--- src/sv/fnd_pkg.sv ---
// Shared types and constants for the feedback nibble delta filter.
// Used by fnd_ctrl, fnd_dp, feedback_nibble_delta_filter and the testbench; depends on nothing.

package fnd_pkg;

    localparam int MODE_W    = 3;
    localparam int SILENCE_W = 26;
    localparam int WDOG_W    = 16;
    localparam int LIMIT_W   = 26;

    localparam logic [MODE_W-1:0] MODE_REPORT = 3'd0;
    localparam logic [MODE_W-1:0] MODE_TICK   = 3'd1;
    localparam logic [MODE_W-1:0] MODE_PWR_ON = 3'd2;
    localparam logic [MODE_W-1:0] MODE_PWR_OFF = 3'd3;
    localparam logic [MODE_W-1:0] MODE_CLEAR  = 3'd4;

    localparam logic KIND_CHANGE  = 1'b0;
    localparam logic KIND_RESTART = 1'b1;

    localparam logic REG_FILTER   = 1'b0;
    localparam logic REG_WATCHDOG = 1'b1;

    localparam logic              FILTER_RESET   = 1'b1;
    localparam logic [WDOG_W-1:0] WATCHDOG_RESET = 16'd15;

    localparam logic [SILENCE_W-1:0] SILENCE_MAX   = 26'h3FF_FFFF;
    localparam logic [LIMIT_W-1:0]   MS_PER_SECOND = 26'd1000;

    // Commands from the controller to the datapath.
    typedef struct packed {
        logic accept;
        logic commit;
    } t_cmd;

    // Status from the datapath to the controller.
    typedef struct packed {
        logic has_result;
    } t_sts;

endpackage

--- src/sv/fnd_ctrl.sv ---
// Controller of the feedback nibble delta filter: item sequencing and output valid.
// Depends on fnd_pkg.

module fnd_ctrl (
    input  logic          i_clk,
    input  logic          i_rst_n,
    input  logic          i_s_tvalid,
    output logic          o_s_tready,
    output logic          o_m_tvalid,
    input  logic          i_m_tready,
    input  fnd_pkg::t_sts i_sts,
    output fnd_pkg::t_cmd o_cmd
);
    import fnd_pkg::*;

    localparam logic ST_IDLE = 1'b0;
    localparam logic ST_EXEC = 1'b1;

    logic r_state;
    logic n_state;
    logic r_out_valid;
    logic n_out_valid;
    logic commit;

    // An item may finish unless it has a result and the output register is still held and not being taken.
    assign commit = (r_state == ST_EXEC) &&
                    (!i_sts.has_result || !r_out_valid || i_m_tready);

    assign o_s_tready   = (r_state == ST_IDLE);
    assign o_m_tvalid   = r_out_valid;
    assign o_cmd.accept = i_s_tvalid && (r_state == ST_IDLE);
    assign o_cmd.commit = commit;

    always_comb begin
        n_state = r_state;
        unique case (r_state)
            ST_IDLE: begin
                if (i_s_tvalid) begin
                    n_state = ST_EXEC;
                end
            end
            ST_EXEC: begin
                if (commit) begin
                    n_state = ST_IDLE;
                end
            end
            default: n_state = ST_IDLE;
        endcase
    end

    always_comb begin
        n_out_valid = r_out_valid;
        if (commit && i_sts.has_result) begin
            n_out_valid = 1'b1;
        end else if (i_m_tready) begin
            n_out_valid = 1'b0;
        end
    end

    always_ff @(posedge i_clk) begin
        if (!i_rst_n) begin
            r_state     <= ST_IDLE;
            r_out_valid <= 1'b0;
        end else begin
            r_state     <= n_state;
            r_out_valid <= n_out_valid;
        end
    end

endmodule

--- src/sv/fnd_dp.sv ---
// Datapath of the feedback nibble delta filter: nibble cache, seen flags,
// silence watchdog and result register. Depends on fnd_pkg.

module fnd_dp #(
    parameter int MODULE_COUNT = 128
) (
    input  logic                          i_clk,
    input  logic                          i_rst_n,
    input  fnd_pkg::t_cmd                 i_cmd,
    output fnd_pkg::t_sts                 o_sts,
    input  logic [fnd_pkg::MODE_W-1:0]    i_mode,
    input  logic [7:0]                    i_bus_address,
    input  logic [7:0]                    i_bus_data,
    input  logic                          i_filter_on,
    input  logic [fnd_pkg::WDOG_W-1:0]    i_watchdog_seconds,
    output logic                          o_kind,
    output logic [6:0]                    o_proto_address,
    output logic [6:0]                    o_itnz_byte
);
    import fnd_pkg::*;

    localparam int SLOTS = 2 * MODULE_COUNT;
    localparam int SW    = (SLOTS > 1) ? $clog2(SLOTS) : 1;

    logic [3:0]           mem [SLOTS];
    logic [SLOTS-1:0]     r_written;
    logic [SLOTS-1:0]     r_unseen;
    logic [MODE_W-1:0]    r_mode;
    logic [7:0]           r_addr;
    logic [7:0]           r_data;
    logic [SW-1:0]        r_slot;
    logic [3:0]           r_rd_val;
    logic                 r_powered;
    logic [SILENCE_W-1:0] r_silence;
    logic [SILENCE_W-1:0] n_silence;
    logic [LIMIT_W-1:0]   r_limit;
    logic                 r_kind;
    logic [6:0]           r_proto_address;
    logic [6:0]           r_itnz_byte;

    logic [7:0]           in_addr_m1;
    logic [7:0]           in_slot_wide;
    logic [SW-1:0]        in_slot;
    logic [7:0]           addr_m1;
    logic                 in_range;
    logic [3:0]           cur_val;
    logic                 changed;
    logic [SILENCE_W-1:0] silence_inc;
    logic                 wd_fire;
    logic                 has_result;
    logic                 cache_we;

    assign in_addr_m1   = i_bus_address - 8'd1;
    assign in_slot_wide = {in_addr_m1[6:0], i_bus_data[4]};
    assign in_slot      = in_slot_wide[SW-1:0];

    assign addr_m1  = r_addr - 8'd1;
    assign in_range = (r_addr != 8'd0) && (r_addr <= 8'(MODULE_COUNT));
    // An entry never written since reset or clear-all reads as zero.
    assign cur_val  = r_written[r_slot] ? r_rd_val : 4'd0;
    assign changed  = r_unseen[r_slot] || (cur_val != r_data[3:0]);

    assign silence_inc = (r_silence == SILENCE_MAX) ? r_silence : r_silence + 1'b1;
    assign wd_fire     = r_powered && (i_watchdog_seconds != '0) && (silence_inc >= r_limit);

    always_comb begin
        unique case (r_mode)
            MODE_REPORT: has_result = in_range && (changed || !i_filter_on);
            MODE_TICK:   has_result = wd_fire;
            default:     has_result = 1'b0;
        endcase
    end

    assign o_sts.has_result = has_result;
    assign cache_we = i_cmd.commit && (r_mode == MODE_REPORT) && in_range;

    always_comb begin
        unique case (r_mode)
            MODE_REPORT: n_silence = '0;
            MODE_TICK:   n_silence = wd_fire ? '0 : silence_inc;
            MODE_PWR_ON: n_silence = '0;
            default:     n_silence = r_silence;
        endcase
    end

    always_ff @(posedge i_clk) begin
        if (i_cmd.accept) begin
            r_rd_val <= mem[in_slot];
        end
        if (cache_we) begin
            mem[r_slot] <= r_data[3:0];
        end
    end

    always_ff @(posedge i_clk) begin
        if (i_cmd.accept) begin
            r_mode <= i_mode;
            r_addr <= i_bus_address;
            r_data <= i_bus_data;
            r_slot <= in_slot;
        end
        r_limit <= LIMIT_W'(i_watchdog_seconds) * MS_PER_SECOND;
        if (i_cmd.commit && has_result) begin
            r_kind <= (r_mode == MODE_TICK) ? KIND_RESTART : KIND_CHANGE;
            r_proto_address <= (r_mode == MODE_TICK) ? 7'd0 : addr_m1[6:0];
            r_itnz_byte     <= (r_mode == MODE_TICK) ? 7'd0 : r_data[6:0];
        end
    end

    always_ff @(posedge i_clk) begin
        if (!i_rst_n) begin
            r_written <= '0;
            r_unseen  <= '0;
            r_powered <= 1'b0;
            r_silence <= '0;
        end else if (i_cmd.commit) begin
            r_silence <= n_silence;
            unique case (r_mode)
                MODE_REPORT: begin
                    if (in_range) begin
                        r_written[r_slot] <= 1'b1;
                        r_unseen[r_slot]  <= 1'b0;
                    end
                end
                MODE_PWR_ON: begin
                    r_powered <= 1'b1;
                    r_unseen  <= '1;
                end
                MODE_PWR_OFF: begin
                    r_powered <= 1'b0;
                end
                MODE_CLEAR: begin
                    r_written <= '0;
                    r_unseen  <= '0;
                end
                default: begin
                end
            endcase
        end
    end

    assign o_kind          = r_kind;
    assign o_proto_address = r_proto_address;
    assign o_itnz_byte     = r_itnz_byte;

endmodule

--- src/sv/feedback_nibble_delta_filter.sv ---
// An item is taken in the idle state, which reads the nibble cache (a registered memory
// read); the exec state compares, updates the cache and the watchdog and loads the result
// register. A new item is taken only after the previous one finishes, back in the idle
// state, so the block never takes an item while one is in progress; an item with a result
// waits in the exec state only while the previous result is still held on the output.
// There is no clearing pass: per-entry written and unseen flags make reset, power-on and
// clear-all take effect at once. Top level; depends on fnd_pkg, fnd_ctrl and fnd_dp.

module feedback_nibble_delta_filter #(
    parameter int MODULE_COUNT = 128
) (
    input  logic        i_clk,
    input  logic        i_rst_n,
    input  logic        s_tvalid,
    output logic        s_tready,
    input  logic [15:0] s_tdata,   // [7:0] bus_address, [15:8] bus_data
    input  logic [2:0]  s_tuser,   // [2:0] mode
    output logic        m_tvalid,
    input  logic        m_tready,
    output logic [15:0] m_tdata,   // [6:0] proto_address, [13:7] itnz_byte, [15:14] zero
    output logic        m_tuser,   // [0] kind
    input  logic        psel,
    input  logic        penable,
    input  logic        pwrite,
    input  logic [2:0]  paddr,
    input  logic [31:0] pwdata,
    output logic [31:0] prdata,
    output logic        pready
);
    import fnd_pkg::*;

    t_cmd              cmd;
    t_sts              sts;
    logic              r_filter_on;
    logic [WDOG_W-1:0] r_watchdog_seconds;
    logic              cfg_we;
    logic [6:0]        proto_address;
    logic [6:0]        itnz_byte;

    assign pready = 1'b1;
    assign cfg_we = psel && penable && pwrite;

    always_ff @(posedge i_clk) begin
        if (!i_rst_n) begin
            r_filter_on        <= FILTER_RESET;
            r_watchdog_seconds <= WATCHDOG_RESET;
        end else if (cfg_we) begin
            if (paddr[2] == REG_FILTER) begin
                r_filter_on <= pwdata[0];
            end else begin
                r_watchdog_seconds <= pwdata[WDOG_W-1:0];
            end
        end
    end

    assign prdata = (paddr[2] == REG_WATCHDOG) ? {16'd0, r_watchdog_seconds}
                                              : {31'd0, r_filter_on};

    fnd_ctrl u_ctrl (
        .i_clk      (i_clk),
        .i_rst_n    (i_rst_n),
        .i_s_tvalid (s_tvalid),
        .o_s_tready (s_tready),
        .o_m_tvalid (m_tvalid),
        .i_m_tready (m_tready),
        .i_sts      (sts),
        .o_cmd      (cmd)
    );

    fnd_dp #(
        .MODULE_COUNT (MODULE_COUNT)
    ) u_dp (
        .i_clk              (i_clk),
        .i_rst_n            (i_rst_n),
        .i_cmd              (cmd),
        .o_sts              (sts),
        .i_mode             (s_tuser),
        .i_bus_address      (s_tdata[7:0]),
        .i_bus_data         (s_tdata[15:8]),
        .i_filter_on        (r_filter_on),
        .i_watchdog_seconds (r_watchdog_seconds),
        .o_kind             (m_tuser),
        .o_proto_address    (proto_address),
        .o_itnz_byte        (itnz_byte)
    );

    assign m_tdata = {2'b00, itnz_byte, proto_address};

`ifndef ASSERT_OFF
    // One item at a time: in the cycle after an item is taken the input is closed.
    a_one_item: assert property (@(posedge i_clk) disable iff (!i_rst_n)
        (s_tvalid && s_tready) |=> !s_tready)
        else $error("input accepted while an item was still in progress");

    // A restart result carries an all-zero payload.
    a_restart_payload: assert property (@(posedge i_clk) disable iff (!i_rst_n)
        (m_tvalid && (m_tuser == KIND_RESTART)) |-> (m_tdata == 16'd0))
        else $error("restart result with nonzero payload");

    // A new result is never loaded over one that is held and not being taken.
    a_no_overwrite: assert property (@(posedge i_clk) disable iff (!i_rst_n)
        (cmd.commit && sts.has_result && m_tvalid) |-> m_tready)
        else $error("result register overwritten while held");
`endif

endmodule

--- config.mk ---
export PLATFORM = sky130hd
export DESIGN_NAME = feedback_nibble_delta_filter
export DESIGN_NICKNAME = d
export VERILOG_FILES = /design/src/sv/fnd_pkg.sv /design/src/sv/fnd_ctrl.sv /design/src/sv/fnd_dp.sv /design/src/sv/feedback_nibble_delta_filter.sv
export SDC_FILE = /design/constraint.sdc
export NUM_CORES = 2
export LEC_CHECK = 0
export ABC_AREA = 1
export BUFFER_PORTS_ARGS = -buffer_cell sky130_fd_sc_hd__buf_2
export CORE_MARGIN = 1.5
export CORE_UTILIZATION = 42
export CTS_CLUSTER_DIAMETER = 60
export DETAILED_ROUTE_END_ITERATION = 8
export HOLD_SLACK_MARGIN = 0.05
export PLACE_DENSITY = 0.57
export SLEW_MARGIN = 40
export SYNTH_ARGS = -nofsm -noshare
export SYNTH_HDL_FRONTEND = slang
export SYNTH_SLANG_ARGS = --single-unit
--- constraint.sdc ---
create_clock -name i_clk -period 5.8 [get_ports i_clk]
set_input_delay 1.16 -clock i_clk [delete_from_list [all_inputs] [get_ports i_clk]]
set_output_delay 1.16 -clock i_clk [all_outputs]
set_load 0.01 [all_outputs]
### After elaboration in Yosys (flattened, before gate mapping)

Memories as Yosys holds them, arrays and structs flattened. A register that Yosys moved wholly into a read port is not among the register bits.
Index checks and enable logic that the tools add are counted.
W data, S select, Z words.

| operators by class | value |
|---|---|
| $add $sub $neg | 3 |
| divide/modulo/power cells | 0 |
| mux-type cells | 25 |
| shift operators | 0 |
| reductions and logical operators | 34 |
| bitwise operators | 5 |
| eq/ne operators | 7 |
| multiply operators | 1 |
| $lt $le $gt $ge | 4 |

Operators by type and width:

| cell | number |
|---|---|
| $pmux W256 S3 | 1 |
| $mux W256 | 2 |
| $pmux W256 S2 | 1 |
| $and A256 B256 Y256 | 1 |
| $not A256 Y256 | 1 |
| $or A256 B256 Y256 | 1 |
| $mux W26 | 2 |
| $pmux W26 S2 | 1 |
| $add A26 B1 Y26 const B | 1 |
| $eq A26 B26 Y1 const B | 1 |
| $ge A26 B26 Y1 | 1 |
| $mul A16 B7 Y23 const B | 1 |
| $bmux W1 S8 | 2 |
| $mux W16 | 1 |
| $reduce_bool A16 Y1 | 1 |
| $sub A7 B1 Y7 const B | 2 |
| $logic_and A1 B1 Y1 | 12 |
| $mux W1 | 10 |
| $lt A8 B9 Y1 const B | 1 |
| $demux W1 S8 | 1 |
| $ge A8 B1 Y1 const B | 1 |
| $le A8 B8 Y1 const B | 1 |
| $reduce_and A2 Y1 | 4 |
| $reduce_bool A2 Y1 | 4 |
| 15 further kinds | 25 |

| word-level totals | value |
|---|---|
| output and inout port bits | 52 |
| bits in registers | 622 |
| bits in read-only memories | 0 |
| memories kept | 1 |
| logic and storage cells | 96 |
| latch bits | 0 |
| bits in writable memories | 1024 |

Memories:

| name | depth | bits a word | rd ports | clocked after memory_dff | wr ports | RTL line | RTL |
|---|---|---|---|---|---|---|---|
| u_dp.mem | 256 | 4 | 1 | 1 | 1 | fnd_dp.sv:25 | `logic [3:0] mem [SLOTS];` |

### Depth between registers and ports, before layout

| logic depth | value |
|---|---|
| depth after elaboration | 16 |
| gate-level depth with buffers | 32 |
| gate-level depth less buffers | 31 |

### Hierarchy

From an unflattened synthesis, not the netlist that was laid out.

| second synthesis, totals | value |
|---|---|
| cells, all modules | 7971 |
| area total of the unflattened synthesis | 73458.0 sq um |

By module, submodules not included:

| module | cells each | times used | area each (sq um) |
|---|---|---|---|
| fnd_dp | 7797 | 1 | 72364.4 |
| feedback_nibble_delta_filter | 160 | 1 | 994.7 |
| fnd_ctrl | 14 | 1 | 98.8 |

### Least setup slack after synthesis

Ideal clock, no wire load.

| timing | value |
|---|---|
| kind | register -> register |
| start point | register u_dp.r_data[1] |
| end point | memory u_dp.mem[143][0], enable pin |
| arrival | 4.848 ns |
| stages on the path, launching flop included | 15 |
| data required time | 5.471 ns |
| path slack | 0.622 ns |
| setup time | 0.329 ns |
| cells stage by stage | edfxtp_1 > inv_1 > nand3_1 > nand2_1 > nor2_1 > nand3_1 > nand2_1 > nand2_1 > nand2_1 > nand2_1 > inv_2 > nand2_1 > buf_2 > buf_2 > nor2_1 |

| on the way | value |
|---|---|
| longest elaborated chain between the ends | 13 |

RTL lines:

| item | RTL line | RTL |
|---|---|---|
| start, declared | fnd_dp.sv:30 | `logic [7:0] r_data;` |
| start signal, assigned | fnd_dp.sv:99 | `r_data <= i_bus_data;` |
| $ne A4 B4 Y1 | fnd_dp.sv:61 | `assign changed = r_unseen[r_slot] \|\| (cur_val != r_data[3:0]);` |
| $logic_or A1 B1 Y1 | fnd_dp.sv:61 |  |
| $logic_or A1 B1 Y1 | fnd_dp.sv:68 | `MODE_REPORT: has_result = in_range && (changed \|\| !i_filter_on);` |
| $logic_and A1 B1 Y1 | fnd_dp.sv:68 |  |
| $pmux W1 S2 | fnd_dp.sv:67 | `unique case (r_mode)` |
| $logic_not A1 Y1 | fnd_ctrl.sv:27 | `(!i_sts.has_result \|\| !r_out_valid \|\| i_m_tready);` |
| $logic_or A1 B1 Y1 (2 in a row) | fnd_ctrl.sv:27 |  |
| $logic_and A1 B1 Y1 | fnd_ctrl.sv:26 | `assign commit = (r_state == ST_EXEC) &&` |
| $logic_and A1 B1 Y1 (2 in a row) | fnd_dp.sv:75 | `assign cache_we = i_cmd.commit && (r_mode == MODE_REPORT) && in_range;` |
| $mux W1 | fnd_dp.sv:90 | `if (cache_we) begin` |
| $mux W1 (implied by the code) | fnd_dp.sv:91 | `mem[r_slot] <= r_data[3:0];` |
| end, declared | fnd_dp.sv:25 |  |

Every way passes these cells.

### Final worst setup path

| timing | value |
|---|---|
| start point | register u_dp.r_slot[0] |
| end point | memory u_dp.mem[177][2], enable pin |

| on the way | value |
|---|---|
| longest elaborated chain between the ends | 16 |
| elaborated cells between the ends (all ways) | 18 |
| those cells by class | eq/ne: 1; mux: 8; reduce/logical: 9 |

RTL lines:

| item | RTL line | RTL |
|---|---|---|
| start, declared | fnd_dp.sv:31 | `logic [SW-1:0] r_slot;` |
| start signal, assigned | fnd_dp.sv:100 | `r_slot <= in_slot;` |
| $bmux W1 S8 | fnd_dp.sv:60 | `assign cur_val = r_written[r_slot] ? r_rd_val : 4'd0;` |
| $mux W1 (implied by the code) | fnd_dp.sv:60 |  |
| $mux W4 | fnd_dp.sv:60 |  |
| $ne A4 B4 Y1 | fnd_dp.sv:61 |  |
| $logic_or A1 B1 Y1 | fnd_dp.sv:61 |  |
| $logic_or A1 B1 Y1 | fnd_dp.sv:68 |  |
| $logic_and A1 B1 Y1 | fnd_dp.sv:68 |  |
| $pmux W1 S2 | fnd_dp.sv:67 |  |
| $logic_not A1 Y1 | fnd_ctrl.sv:27 |  |
| $logic_or A1 B1 Y1 (2 in a row) | fnd_ctrl.sv:27 |  |
| $logic_and A1 B1 Y1 | fnd_ctrl.sv:26 |  |
| $logic_and A1 B1 Y1 (2 in a row) | fnd_dp.sv:75 |  |
| $mux W1 | fnd_dp.sv:90 |  |
| $mux W1 (implied by the code) | fnd_dp.sv:91 |  |

Parallel ways exist; a longest one is shown, timed or not. The select of a mux whose other input is x is not followed.

==> key figures <==
Run status
  • Outcome: complete, no violations

Floorplan
  • Starting Density: 42.2%
  • Chip width: 437 µm
  • Core ar.: about 190,000 µm²
  • Area of the die: 191,000 µm²
  • Chip height: 437 µm
  • I/O pins: 113
  • Site Rows: 159

Hold path
  • Startpoint of the worst hold path: u_dp.r_written[130]
  • Worst hold path type: reg2reg

Power
  • Pwr dens: 315 nW/µm²
  • Leakage Power: 31.5 nW
  • Pwr Total: between 20 and 30 mW
  • Maximum vdd drop: between 0.0003 and 0.0004 V

CTS
  • Clk sink count: 1,649
  • Clock transition at the registers of the reported paths: 0.06 ns
  • Clock root buffer: clkbuf_16
  • H-tree depth: 4
  • TritonCTS Buffers: about 180
  • Post-CTS setup buffer count: 0
  • CTS max path bufs: 3
  • Worst-skew pair later-pin latency: around 0.84 ns
  • CTS tree: built

Final layout
  • Design area: 88,300 µm²
  • Synth-to-layout area growth: 11.7%
  • Share of layout cells above drive strength 1: under 10%
  • Final std cells w/o fill: 11,567
  • Fill cell count: between 15,000 and 20,000
  • Final nets: 9,114
  • Fin util: between 40 and 50%

STA
  • Crit share post-route: 93.6%
  • Clock Skew: 0.0631 ns
  • Post-route setup slack: 0.370 ns
  • Final hold vios: 0
  • Final worst path period need: 5.43 ns
  • Setup tns final: 0 ns
  • Fin. max-slew vios: 0
  • Slew headroom: 31.8%
  • Tightest Pin Transition: 1.02 ns
  • Setup violators final: 0
  • Achievable frequency: 184 MHz
  • RSZ-0062 raised after global routing: false
  • Worst hold margin: 0.451 ns

Placed design
  • Pre-CTS setup slack: 0.371 ns
  • Routability cong.: 0.908
  • Buffers on Ports: between 70 and 80
  • Dpl cell area: about 82,000 µm²
  • Cells after DPL: 11,216
  • Detail Placement HPWL: 154 mm

Setup path
  • Crit path arrival time: approximately 5.9 ns
  • Slowest cell on crit path: edfxtp_1
  • Critical path capture point type: flip-flop
  • Startpoint Class: flip-flop
  • Launch point of the worst path: u_dp.r_slot[0]
  • Req. time, crit path: 6.26 ns
  • Crit Path Max Fanout: 86
  • Crit Reg-Reg Startpoint: u_dp.r_slot[0]
  • Max incr delay on CP: about 0.4 ns
  • Setup CP Type: reg2reg
  • CP most frequent cell: nand2_1

Logic synthesis
  • Synth Cell Area: 79,100 µm²
  • Top cell type by total area after synthesis: edfxtp_1
  • Async S/R FF share, synth: 0%
  • Number of synthesis warnings: 0
  • Synth cell types: 45
  • EDFF count, synth: around 1,100
  • Register bit count reported by yosys: 1,649
  • Syn Inst Count: 9,138
  • Top cell type's share of synthesized area: 40.6%
  • Sequential share of the synthesized area: between 50% and 60%
  • Synth area leaders: edfxtp_1, dfxtp_1, nor2_1
  • Top_reg_cell synth: edfxtp_1
  • Post-Syn Area per Cell: approximately 8.7 µm²

GRT
  • First-pass GRT wire length: 376 mm
  • Grt ovf: 0
  • Vias in the first global route: 61,679
  • Initial antenna violation count: 4
  • Largest net degree at the start of global routing: 184
  • Overall Global Routing Usage: 25.4%

Routing
  • Routed len/inst: around 22 µm
  • Drt first pass iters: 8
  • Vias per inst: about 5.6
  • Drt first-iter violations: 7,432
  • Drt drc: 0
  • ANT nets after route: 0
  • Via Count: 65,024
  • WL final: between 200 and 250 mm

Flow run
  • Max_cap viols: 0
placed cells by master, fill, tap and decap left out, drive strengths merged, types with 3 or more instances in the layout:
cell type,n
a21oi,329
a22oi,9
a31oi,258
buf,276
bufinv,21
clkbuf,239
clkinv,69
clkinvlp,11
conb,19
dfxtp,581
diode,3
edfxtp,1068
fa,54
ha,88
inv,1262
nand2,1145
nand3,43
nand4,554
nor2,1664
nor3,15
o21ai,841
o221ai,7
o22ai,418
o32ai,30
or2,4
xnor2,9
xor2,39
final cells by class:
cell class / instances / area [µm²] / share of cell area, %
Antenna cell: 3 / 7.51 / 0.00850
Clock buffer: 239 / 4940 / 5.59
Clock inverter: 105 / 1200 / 1.36
Inverter: 1258 / 4780 / 5.41
Multi-Input combinational cell: 5542 / 27800 / 31.5
Sequential cell: 1649 / 43700 / 49.5
Tap cell: 2495 / 3120 / 3.53
Timing Repair Buffer: 276 / 2740 / 3.10
cell families after synthesis:
| family | Yosys count | share of synthesized area [%] |
|---|---|---|
| other | 2 | 0.00950 |
| AND/OR/NAND/NOR | 3432 | 18.2 |
| XOR/XNOR | 48 | 0.532 |
| adder cells (fa/ha/maj) | 142 | 2.76 |
| flip-flops | 1649 | 55.3 |
| buffers and inverters | 1964 | 9.91 |
| AO/OA/AOI/OAI | 1901 | 13.3 |
path summary, 6_finish.rpt:
| path | end | slack [ns] | cells past startpoint |
|---|---|---|---|
| worst max-delay path | u_dp.mem[177][2] | 0.37 | 27 |
| worst min-delay path | u_dp.r_written[130] | 0.45 | 2 |
| worst max register to register | u_dp.mem[177][2] | 0.37 | 27 |
| worst min register to register | u_dp.r_written[130] | 0.45 | 2 |
layer usage:
metal / track usage, % / vias up / routed length [µm]
met1: 34.8 / 31512 / 106000
met5: 0 / - / 8
met2: 40.0 / 2655 / 114000
li1: - / 30342 / -
met3: 3.91 / 513 / 19500
met4: 10.8 / 2 / 10600
where the power goes:
group / total (mW) / internal [mW] / switching (mW)
Clock: 11.9 / 6.98 / 4.96
Sequential: 12.8 / 12.7 / 0.113
Combinational: 3.09 / 0.878 / 2.21
cell usage after synthesis (73+ instances only):
master	count
nand4_1	554
buf_1	82
dfxtp_1	581
buf_4	73
o21ai_0	821
a31oi_1	258
buf_2	132
edfxtp_1	1068
o22ai_1	418
inv_1	1252
clkbuf_1	415
nand2_1	1144
a21oi_1	329
ha_1	88
nor2_1	1664
flip-flops by register name (all words and copies together) (netlist names), 3 cells and up:
signal and cells:
r_watchdog_seconds 16, u_dp.mem 1024, u_dp.o_itnz_byte 7, u_dp.o_proto_address 7
u_dp.r_addr 8, u_dp.r_data 6, u_dp.r_limit 23, u_dp.r_mode 3
u_dp.r_rd_val 4, u_dp.r_silence 26, u_dp.r_slot 8, u_dp.r_unseen 256
u_dp.r_written 256
what timing repair did:
item	4_1_cts	5_1_grt
gates resized for setup	0	2
setup endpoints to repair	0	6
hold buffers	0	0
critical path, delay by kind of cell (launching register included):
| kind | cells | cell delay [ns] |
|---|---|---|
| simple gates | 17 | 2.35 |
| buf+inv | 7 | 1.53 |
| compound gates | 2 | 0.53 |
| flops | 1 | 0.39 |
| xor+xnor | 1 | 0.14 |
Power figures use the tool's default switching activity.
